[config.mk]
export PLATFORM = sky130hd
export DESIGN_NAME = vhst_alu
export DESIGN_NICKNAME = d
export VERILOG_FILES = /design/src/rtl/core/vhst_pkg.sv /design/src/rtl/core/vhst_alu.sv
export SDC_FILE = /design/constraint.sdc
export NUM_CORES = 1
export LEC_CHECK = 0
export BUFFER_PORTS_ARGS = -buffer_cell sky130_fd_sc_hd__buf_2
export CORE_MARGIN = 5
export CORE_UTILIZATION = 51
export DETAILED_ROUTE_END_ITERATION = 10
export GPL_TIMING_DRIVEN = 0
export PLACE_DENSITY = 0.81
export SETUP_SLACK_MARGIN = 0.3
export SLEW_MARGIN = 10
export SYNTH_ARGS = -nofsm -noshare
export SYNTH_HDL_FRONTEND = slang
export SYNTH_SLANG_ARGS = --single-unit
[constraint.sdc]
create_clock -name vclk -period 2.5
set_clock_uncertainty 0.2 [all_clocks]
set_input_delay 0.125 -clock vclk [all_inputs]
set_output_delay 0.125 -clock vclk [all_outputs]
set_load 0.02 [all_outputs]
[src/rtl/core/vhst_pkg.sv]
// ----------------------------------------------------------------------------
// vhst_pkg: shared types and constants of the versioned handle slot table
// Word layouts of the channels, operation and status codes, sequencer
// states and the operand and result bundles of the shared ALU.
// ----------------------------------------------------------------------------
package vhst_pkg;

  localparam int unsigned INDEX_BITS = 10;
  localparam int unsigned MAX_SLOTS  = 1023;
  localparam int unsigned SLOT_DEPTH = MAX_SLOTS + 1;
  localparam int unsigned ID_W       = 32;
  localparam int unsigned FUNC_W     = 3;
  localparam int unsigned STATUS_W   = 2;

  typedef logic [INDEX_BITS-1:0] idx_t;
  typedef logic [ID_W-1:0]       id_t;
  typedef logic [FUNC_W-1:0]     func_t;
  typedef logic [STATUS_W-1:0]   status_t;

  // one version step sits just above the slot index bits
  localparam id_t VER_STEP = id_t'(2 ** INDEX_BITS);

  localparam func_t FUNC_ADD      = 3'd0;
  localparam func_t FUNC_REMOVE   = 3'd1;
  localparam func_t FUNC_CONTAINS = 3'd2;
  localparam func_t FUNC_LOOKUP   = 3'd3;
  localparam func_t FUNC_ID_AT    = 3'd4;

  localparam status_t STATUS_OK     = 2'd0;
  localparam status_t STATUS_FULL   = 2'd1;
  localparam status_t STATUS_ABSENT = 2'd2;
  localparam status_t STATUS_RANGE  = 2'd3;

  typedef struct packed {
    func_t func;
    id_t   handle_id;
    idx_t  dense_index;
  } req_t;

  typedef struct packed {
    status_t status;
    id_t     result_id;
    logic    found;
    idx_t    entry_index;
    idx_t    move_from;
    idx_t    move_to;
    logic    moved;
    idx_t    live_count;
    logic    is_full;
  } rsp_t;

  typedef struct packed {
    id_t  a;
    id_t  b;
    logic sub;
  } alu_req_t;

  typedef struct packed {
    id_t  sum;
    logic eq;
    logic lt;
  } alu_rsp_t;

  typedef enum logic [2:0] {
    S_CLEAR,
    S_IDLE,
    S_CHECK,
    S_EXEC,
    S_BUMP,
    S_LAST,
    S_MOVE,
    S_FIN
  } state_e;

endpackage

[src/rtl/core/vhst_alu.sv]
// ----------------------------------------------------------------------------
// vhst_alu: shared add/subtract and compare unit
// Gives the sum or difference of two words together with equal and
// unsigned less-than flags; the sequencer picks what it needs each cycle.
// ----------------------------------------------------------------------------
module vhst_alu (
  input  vhst_pkg::alu_req_t req_i,
  output vhst_pkg::alu_rsp_t rsp_o
);
  import vhst_pkg::*;

  always_comb begin
    rsp_o.sum = req_i.sub ? (req_i.a - req_i.b) : (req_i.a + req_i.b);
    rsp_o.eq  = (req_i.a == req_i.b);
    rsp_o.lt  = (req_i.a < req_i.b);
  end

endmodule

## Yosys cells after proc, flatten, opt, wreduce, memory -nomap -nowiden

Cells that the tools add are included.

- Register bits after elaboration: 0
- Input port bits: 65
- Output and inout bits: 34
- Logic and storage cells: 5

- Add/subtract/negate cells: 2
- Magnitude comparators: 1
- Equal/unequal tests: 1
- Mux-type cells: 1

Operators with widths:

| cell | number |
|---|---|
| 32-bit adder | 1 |
| 32-bit == test | 1 |
| 32-bit less-than comparator | 1 |
| 32-bit 2-to-1 mux | 1 |
| 32-bit subtractor | 1 |

## Depth between registers and ports, before layout

Gate-level depths: netlist of the first run.

- Depth in word-level cells: 2
- Depth in mapped cells: 11
- Mapped depth without buffers: 11

## Worst setup path before layout of the first run

No wires, ideal clock.

- Path kind: in2out
- Start: in req_i[1] (netlist bit)
- End: out rsp_o[22] (netlist bit)
- Arrival time: 2.527 ns
- Path slack: -0.352 ns
- Cell stages on the path: 10
- Path buffers: 0
- Path through: ha_1 -> fa_1 -> nor2b_1 -> o21ai_1 -> a31oi_1 -> o41a_1 -> a221o_1 -> a211oi_1 -> a21oi_1 -> xnor2_1

RTL lines:

| item | RTL line | source |
|---|---|---|
| start, declared | vhst_alu.sv:7 | `input vhst_pkg::alu_req_t req_i,` |
| end, declared | vhst_alu.sv:8 | `output vhst_pkg::alu_rsp_t rsp_o` |

==> results of run 1 <==
-- metrics by stage --
| step | instances | total power, uW | hold WS, ns |
|---|---|---|---|
| 2_1_floorplan | 551 | 997 | 0.239 |
| 3_3_place_gp | 745 | 1360 | 0.491 |
| 3_5_place_dp | 745 | 1390 | 0.513 |
| 4_1_cts | 769 | 1640 | 0.433 |
| 5_1_grt | 791 | 2040 | 0.452 |
| 6_report | 791 | 1960 | 0.443 |
-- metal layers --
layer  vias to the layer above  share of wire [%]
li1                       2298                  -
met2                       561                 45
met3                       182                 12
met5                         -                  0
met4                         0                8.1
met1                      2455                 35
-- repair_timing --
item                                    4_1_cts  5_1_grt
buffers inserted                             24       22
pin swaps                                    46       54
endpoints found under the setup margin       30       30
gates resized for setup                     143      103
hold buffers                                  0        0
-- final cells by class --
type / count / share of cell area (%)
Inverter: 64 / 4.45
Buffer: 33 / 4.60
Timing Repair Buffer: 144 / 18.3
Tap cell: 96 / 2.06
Multi-Input combinational cell: 454 / 70.6
-- Yosys cell counts, types with 2 or more instances --
cell type,instances
a21oi_1,65
inv_1,64
ha_1,63
o21ai_0,37
nand2_1,35
nor2_1,32
xnor2_1,28
clkbuf_1,22
o21bai_1,20
nor3_1,17
nand4_1,15
nor4_1,13
o31ai_1,12
nand3_1,11
nor2b_1,11
a21o_1,10
a31oi_1,9
buf_2,7
mux2i_1,6
o21a_1,6
a211oi_1,5
a221oi_1,5
buf_1,4
o211ai_1,4
o221ai_1,4
and3_1,3
nand2b_1,3
or3_1,3
xor2_1,3
a211o_1,2
a221o_1,2
a22oi_1,2
a311oi_1,2
a31o_2,2
fa_1,2
o311ai_0,2
o31a_1,2
-- path summary, 6_finish.rpt --
kind,endpoint,startpoint
worst min-delay path,rsp_o[2],req_i[1]
worst max-delay path,rsp_o[31],req_i[20]
-- kinds of logic after synthesis --
group | count (synthesis)
adders and majority gates | 65
xor gates and xnor gates | 31
buffers and inverters | 97
AOI/OAI and AO/OA | 206
and+or+nand+nor | 146
muxes | 6
-- critical path: cells and delay by family --
| kind | cells | cell delay [ns] |
|---|---|---|
| AO/OA/AOI/OAI | 5 | 1.30 |
| XOR/XNOR | 1 | 0.17 |
| AND/OR/NAND/NOR | 2 | 0.41 |
| adder cells (fa/ha/maj) | 1 | 0.34 |
| buffers and inverters | 4 | 0.56 |
-- power by group --
| group | internal (uW) | switching [uW] | leakage, uW |
|---|---|---|---|
| combinational | 835 | 1130 | 0.00261 |
| sequential | 0 | 0 | 0 |
| clock | 0 | 0 | 0 |
==> impl_metrics.json, run 1 <==
{
  "pre_cts_ws_ns": -0.721,
  "critPathRequiredTime_ns": 2.17,
  "ant_nets": 0,
  "die_w_um": 93.7,
  "final_cell_area_um2": 5820,
  "rsz0062_at_grt": "yes",
  "grt_antenna_before_repair": 0,
  "setup_violations": 24,
  "finalHoldViolCount": 0,
  "finalCritPeriodShare_pct": 129,
  "cpMostUsedCell": "o21ai_0",
  "route.detailed.drc": 0,
  "dieArea_um2": 8790,
  "place_congestion": 0.946,
  "synth.top_cell.area_share_pct": 22.0,
  "layout.nets": 827,
  "core-area_um2": 6790,
  "yosysWarnings": 0,
  "synth_xor_area_share_pct": 7.59,
  "seq_area_um2": 0,
  "min_path_type": "input pin to output pin",
  "avgSynthCellArea_um2": 6.49,
  "syn_nets": 681,
  "cp_cell_sequence": "buf_2 -> inv_1 -> ha_1 -> clkbuf_4 -> nand2_1 -> nor2_2 -> o21ai_0 -> o21ai_0 -> a41oi_1 -> o311ai_1 -> a2bb2oi_2 -> xnor2_2 -> buf_4",
  "drt_iter0_drc": 819,
  "top_usage_layer": "met2",
  "rows": 30,
  "grt_use_met2_pct": 53.4,
  "p_per_area_nw_per_um2": 337,
  "pin_count": 99,
  "synthAdderAreaFrac_pct": 23.2,
  "grt_max_degree": 11,
  "synth_area_um2": 3580,
  "slowest_delay_ns": 0.44,
  "slew_violations": 0,
  "synth_cell_types": 55,
  "worst_pin_slew_ns": 0.684,
  "ys_top_cells_by_area": "ha_1 22%, a21oi_1 9.1%, xnor2_1 6.9%",
  "synthMuxAreaShare_pct": 1.68,
  "ys_seq_area_share_pct": 0,
  "clockBufferCount": 0,
  "p_leak_uw": 0.00261,
  "layout_common_cells": "63 x buf_2, 59 x buf_4, 51 x inv_1",
  "violations": "negative setup slack",
  "hold_depth": 4,
  "slowest_stage": "o21ai_0",
  "grt_pass1_vias": 4768,
  "firstDrtPassIters": 8,
  "min_period_ns": 3.24,
  "cp.arrival_ns": 2.91,
  "seq_cells": 0,
  "initial_core_util_pct": 52.6,
  "viasPerCell": 6.95,
  "dpl_cell_area_um2": 4570,
  "synth_top_family_by_area": "compound AO/OA/AOI/OAI gates",
  "portBuffers": 98,
  "vias": 5496,
  "startpoint_type": "input pin",
  "fin_ws_ns": -0.737,
  "fill_cells": 378,
  "grt_usage_pct": 31.1,
  "final_common_cell": "buf_2",
  "syn2layout_area_growth_pct": 62.7,
  "critPathMaxFanout": 10,
  "wl_mm": 18.3,
  "antennaDiodeCount": 0,
  "post_drt_wl_per_cell_um": 23.2,
  "crit_type": "input pin to output pin",
  "synth-simple-area-share_pct": 20.0,
  "detailed_place_hpwl_mm": 10.6,
  "worstSetupEndpointType": "output pin",
  "die_h_um": 93.7,
  "vdd_drop_max_uv": 258,
  "finalSetupTns_ns": -8.19,
  "max_cap_viol_count": 0,
  "grt_pass1_wl_mm": 22.8,
  "synth_compound_gate_area_share_pct": 37.2,
  "grt_use_met3_pct": 4.57,
  "synthCells": 551,
  "met1_usage_pct": 40.0,
  "multi_input_area_um2": 4110,
  "outcome": "finished with violations",
  "utilization_pct": 85.7,
  "relSlewSlack_pct": 54.4,
  "synth_area_leader_cell": "ha_1",
  "drive_above_1_share_pct": 44.9,
  "timing.fmax_mhz": 309,
  "overflow": 0
}
No activity file was read; power rests on OpenSTA's default activity.
==> run 2, diff against run 1 <==
--- a/config.mk
+++ b/config.mk
@@ -6,7 +6,7 @@
 export NUM_CORES = 1
 export LEC_CHECK = 0
 export BUFFER_PORTS_ARGS = -buffer_cell sky130_fd_sc_hd__buf_2
-export CORE_MARGIN = 5
+export CORE_MARGIN = 2
 export CORE_UTILIZATION = 51
 export DETAILED_ROUTE_END_ITERATION = 10
 export GPL_TIMING_DRIVEN = 0
==> impl_metrics.json, run 2 (synthesis gave the netlist of run 1 again) <==
{
  "outcome": "finished with violations",
  "violations": "negative setup slack",
  "grt_max_degree": 11,
  "worstSetupEndpointType": "output pin",
  "firstDrtPassIters": 6,
  "wl_mm": 16.0,
  "crit_type": "input pin to output pin",
  "slew_violations": 0,
  "startpoint_type": "input pin",
  "cts_hold_buf": 0,
  "finalCritPeriodShare_pct": 121,
  "max_cap_viol_count": 0,
  "relSlewSlack_pct": 53.3,
  "p_per_area_nw_per_um2": 330,
  "final_common_cell": "buf_2",
  "critPathMaxFanout": 3,
  "vdd_drop_max_uv": 216,
  "dieArea_um2": 7700,
  "ant_nets": 0,
  "slowest_stage": "or4_4",
  "portBuffers": 98,
  "wl_met2_mm": 7.42,
  "setup_violations": 23,
  "cp_cell_sequence": "buf_8 -> inv_4 -> ha_4 -> fa_2 -> nor2b_2 -> o31a_1 -> o31ai_2 -> a21oi_2 -> o221ai_2 -> or4_4 -> o221ai_4 -> xnor2_2 -> buf_4",
  "cp-startpoint": "req_i[33]",
  "layout.nets": 815,
  "detailed_place_hpwl_mm": 10.3,
  "core-area_um2": 6790,
  "p_leak_uw": 0.00253,
  "pre_cts_ws_ns": -0.736,
  "grt_usage_pct": 37.1,
  "viasPerCell": 6.69,
  "min_period_ns": 3.04,
  "overflow": 0,
  "timing.fmax_mhz": 329,
  "grt_pass1_wl_mm": 23.4,
  "pin_count": 99,
  "rows": 30,
  "worst_pin_slew_ns": 0.695,
  "cp.arrival_ns": 2.71,
  "critPathRequiredTime_ns": 2.17,
  "fin_ws_ns": -0.536,
  "dr.max_layer_used": "met4",
  "vias": 5215,
  "min_path_type": "input pin to output pin",
  "drt_iter0_drc": 530,
  "post_drt_wl_per_cell_um": 20.6,
  "met1_length_mm": 6.02,
  "initial_core_util_pct": 52.6,
  "syn2layout_area_growth_pct": 54.5,
  "drive_above_1_share_pct": 42.6,
  "seq_cells": 0,
  "die_h_um": 87.7,
  "fill_cells": 442,
  "antennaDiodeCount": 0,
  "die_w_um": 87.7,
  "slowest_delay_ns": 0.47,
  "layout_common_cells": "68 x buf_2, 55 x inv_1, 51 x a21oi_1",
  "clockBufferCount": 0,
  "met3_length_mm": 1.68,
  "finalHoldViolCount": 0,
  "rsz0062_at_grt": "yes",
  "route.detailed.drc": 0,
  "place_congestion": 0.984,
  "min_from": "req_i[1]",
  "grt_pass1_vias": 4899,
  "grt_antenna_before_repair": 0,
  "seq_area_um2": 0,
  "finalSetupTns_ns": -7.25
}
[run 2: routing by layer]
metal,GRT usage [%],vias up
li1,-,2286
met1,47.6,2379
met2,63.2,436
met3,4.62,114
met4,14.1,0
met5,0,-
[run 2: stage by stage]
stage / hold WS, ns / std cells / power, uW / utilization (%) / instance area [um^2]
4_1_cts: 0.426 / 765 / 1610 / 76.4 / 5190
2_1_floorplan: 0.239 / 551 / 997 / - / 3960
5_1_grt: 0.472 / 779 / 1910 / 81.3 / 5530
6_report: 0.455 / 779 / 1820 / 81.3 / 5530
3_3_place_gp: 0.488 / 745 / 1370 / 67.3 / 4570
3_5_place_dp: 0.502 / 745 / 1380 / 67.3 / 4570
[run 2: path summary, 6_finish.rpt]
path	to	slack, ns	cells after the start
max	rsp_o[32]	-0.54	13
min	rsp_o[2]	0.46	4
[run 2: power by group]
part	total (uW)	switching [uW]	internal, uW
registers	0	0	0
logic	1820	1050	767
clock network	0	0	0
total	1820	1050	767
[run 2: timing repair]
action / in CTS / in global routing
buffers inserted: 20 / 14
setup endpoints to repair: 31 / 32
resized for setup: 132 / 62
pin swaps: 41 / 30
[run 2: final cells by class]
| cell class | instances | area (um^2) | area share, % |
|---|---|---|---|
| inverters | 64 | 251 | 4.55 |
| repair buffers | 132 | 912 | 16.5 |
| multi-input cells | 454 | 4000 | 72.4 |
| well taps | 96 | 120 | 2.17 |
| plain buffers | 33 | 241 | 4.37 |
[run 2: critical path: cells and delay by family]
| family | cells | cell delay [ns] |
|---|---|---|
| buffers and inverters | 3 | 0.27 |
| AOI/OAI and AO/OA | 5 | 1.01 |
| xor gates and xnor gates | 1 | 0.14 |
| adders and majority gates | 2 | 0.51 |
| and+or+nand+nor | 2 | 0.65 |
==> run 3, diff against run 2 <==
--- a/config.mk
+++ b/config.mk
@@ -9,7 +9,6 @@
 export CORE_MARGIN = 2
 export CORE_UTILIZATION = 51
 export DETAILED_ROUTE_END_ITERATION = 10
-export GPL_TIMING_DRIVEN = 0
 export PLACE_DENSITY = 0.81
 export SETUP_SLACK_MARGIN = 0.3
 export SLEW_MARGIN = 10
==> impl_metrics.json, run 3 <==
{
  "ys_top_cells_by_area": "ha_1 22%, a21oi_1 9.1%, xnor2_1 6.9%",
  "place_congestion": 1.01,
  "portBuffers": 99,
  "stop_stage": "global routing (5_1_grt)",
  "grt-worst-endpoint": "rsp_o[30]",
  "die_h_um": 87.7,
  "rows": 30,
  "synth.top_cell.area_share_pct": 22.0,
  "synth_area_leader_cell": "ha_1",
  "synth_cell_types": 55,
  "pin_count": 99,
  "outcome": "did not finish",
  "die_w_um": 87.7,
  "detailed_place_hpwl_mm": 12.1,
  "grt_max_degree": 21,
  "syn_nets": 681,
  "cts_hold_buf": 0,
  "error_line": "[ERROR DPL-0038] Utilization greater than 100%, impossible to legalize",
  "pre_cts_ws_ns": -0.609,
  "worst-ep-kind": "primary output",
  "synth_area_um2": 3580,
  "yosysWarnings": 0,
  "synthCells": 551,
  "avgSynthCellArea_um2": 6.49,
  "synthTopCellsByCount": "65 x a21oi_1, 64 x inv_1, 63 x ha_1, 37 x o21ai_0, 35 x nand2_1",
  "initial_core_util_pct": 52.6,
  "post-synth-top-count-cell": "a21oi_1",
  "ys_seq_area_share_pct": 0
}
[run 3: through the flow]
| step | hold slack (ns) | std cells | setup TNS, ns | util, % | area (um^2) |
|---|---|---|---|---|---|
| 4_1_cts | 0.435 | 890 | -4.50 | 92.0 | 6250 |
| 3_5_place_dp | 0.500 | 873 | -8.72 | 82.3 | 5590 |
| 3_3_place_gp | 0.487 | 873 | -7.61 | 82.3 | 5590 |
| 2_1_floorplan | 0.239 | 551 | -0.544 | - | 3960 |
[run 3: cells by family after synthesis]
| logic type | count (synthesis) | share of synthesized area [%] |
|---|---|---|
| multiplexers | 6 | 1.68 |
| AO/OA/AOI/OAI | 206 | 37.2 |
| adder cells (fa/ha/maj) | 65 | 23.2 |
| buffers and inverters | 97 | 10.4 |
| AND/OR/NAND/NOR | 146 | 20.0 |
| XOR/XNOR | 31 | 7.59 |
[run 3: timing repair]
action                     CTS
setup endpoints to repair   29
pin swaps                   48
gates resized for setup    128
buffers inserted            17
==> run 4, diff against run 3 <==
--- a/config.mk
+++ b/config.mk
@@ -7,10 +7,9 @@
 export LEC_CHECK = 0
 export BUFFER_PORTS_ARGS = -buffer_cell sky130_fd_sc_hd__buf_2
 export CORE_MARGIN = 2
-export CORE_UTILIZATION = 51
+export CORE_UTILIZATION = 40
 export DETAILED_ROUTE_END_ITERATION = 10
-export PLACE_DENSITY = 0.81
-export SETUP_SLACK_MARGIN = 0.3
+export PLACE_DENSITY_LB_ADDON = 0.15
 export SLEW_MARGIN = 10
 export SYNTH_ARGS = -nofsm -noshare
 export SYNTH_HDL_FRONTEND = slang
==> constraint.sdc (replaced) <==
create_clock -name vclk -period 3.2
set_clock_uncertainty 0.2 [all_clocks]
set_input_delay 0.16 -clock vclk [all_inputs]
set_output_delay 0.16 -clock vclk [all_outputs]
set_load 0.02 [all_outputs]
==> impl_metrics.json, run 4 (synthesis gave the netlist of run 1 again) <==
{
  "critPathMaxFanout": 4,
  "layout.nets": 790,
  "met1_usage_pct": 35.5,
  "viasPerCell": 5.86,
  "route.detailed.drc": 0,
  "cts_hold_buf": 0,
  "place_congestion": 0.911,
  "antennaDiodeCount": 0,
  "hold_depth": 4,
  "dpl_cell_area_um2": 4370,
  "grt_antenna_before_repair": 0,
  "vdd_drop_max_uv": 135,
  "holdPathEnd": "rsp_o[0]",
  "grt_pass1_vias": 4249,
  "final_cell_area_um2": 4500,
  "timing.fmax_mhz": 317,
  "grt_use_met3_pct": 1.42,
  "seq_area_um2": 0,
  "detailed_place_hpwl_mm": 10.3,
  "wl_mm": 12.4,
  "layout_common_cells": "93 x buf_2, 64 x inv_1, 63 x a21oi_1",
  "whs_ns": 0.513,
  "vias": 4491,
  "dieArea_um2": 9710,
  "worst_pin_slew_ns": 0.700,
  "ant_nets": 0,
  "initial_core_util_pct": 41.2,
  "die_h_um": 98.6,
  "slew_violations": 0,
  "pre_cts_ws_ns": -0.0624,
  "finalHoldViolCount": 0,
  "rsz0062_at_grt": "yes",
  "finalCritPeriodShare_pct": 98.5,
  "critPathRequiredTime_ns": 2.84,
  "rows": 34,
  "final_common_cell": "buf_2",
  "p_per_area_nw_per_um2": 239,
  "max_cap_viol_count": 0,
  "p_leak_uw": 0.00219,
  "cp.arrival_ns": 2.79,
  "relSlewSlack_pct": 52.9,
  "portBuffers": 99,
  "worstSetupEndpointType": "output pin",
  "post_drt_wl_per_cell_um": 16.2,
  "min_path_type": "input pin to output pin",
  "crit_type": "input pin to output pin",
  "pin_count": 99,
  "clockBufferCount": 0,
  "core-area_um2": 8680,
  "fin_ws_ns": 0.0479,
  "grt_usage_pct": 24.3,
  "min_period_ns": 3.15,
  "outcome": "finished clean",
  "grt_use_met2_pct": 41.1,
  "overflow": 0,
  "grt_pass1_wl_mm": 20.3,
  "setup_violations": 0,
  "grt_max_degree": 27,
  "drt_iter0_drc": 222,
  "utilization_pct": 51.9,
  "startpoint_type": "input pin",
  "drive_above_1_share_pct": 24.5,
  "seq_cells": 0,
  "syn2layout_area_growth_pct": 26.0,
  "firstDrtPassIters": 7,
  "top_usage_layer": "met2",
  "die_w_um": 98.6,
  "min_from": "req_i[64]"
}
-- run 4: what timing repair did --
action                                  in CTS  in global routing
resized for setup                            6                 25
pin swaps                                    5                 10
endpoints found under the setup margin       5                 13
setup buffers                                1                  1
-- run 4: report_power, final --
group | internal (uW) | total [uW] | switching [uW]
logic | 428 | 1080 | 648
clock network | 0 | 0 | 0
registers | 0 | 0 | 0
total | 428 | 1080 | 648
-- run 4: how the worst max path moves through the flow --
stage          slack [ns]   endpoint  cells after the start      start
6_report             0.05  rsp_o[22]                     13  req_i[33]
5_1_grt             -0.07  rsp_o[22]                     13  req_i[33]
2_1_floorplan        0.28  rsp_o[22]                     10   req_i[1]
4_1_cts            -0.009  rsp_o[32]                     12   req_i[1]
3_5_place_dp        -0.06  rsp_o[32]                     12   req_i[1]
3_3_place_gp        -0.05  rsp_o[32]                     12   req_i[1]
-- run 4: area by class of cell --
type	count	area, um^2
Fill cell	935	4170
Inverter	64	240
Multi-Input combinational cell	454	3300
Tap cell	108	135
Timing Repair Buffer	140	830
-- run 4: worst max-delay path, cell delays in order --
cell and delay [ns]:
buf_6 0.10, ha_4 0.15, fa_2 0.36, nor2b_4 0.14
o21ai_2 0.12, a31oi_1 0.09, buf_4 0.15, o41a_1 0.43
a221o_1 0.44, a211oi_2 0.27, a21oi_2 0.06, xnor2_1 0.15
buf_4 0.16
-- run 4: metal layers --
layer / wire length [um] / up-vias
met1: 5690 / 2074
li1: - / 2217
met2: 5760 / 192
met4: 89 / 0
met3: 861 / 8
met5: 0 / -
-- run 4: through the flow --
step | total power (uW) | instances | setup TNS (ns)
6_report | 1080 | 766 | 0
5_1_grt | 1170 | 766 | -0.0995
4_1_cts | 1040 | 765 | -0.00935
3_5_place_dp | 1030 | 764 | -0.154
3_3_place_gp | 1030 | 764 | -0.0507
2_1_floorplan | 677 | 551 | 0
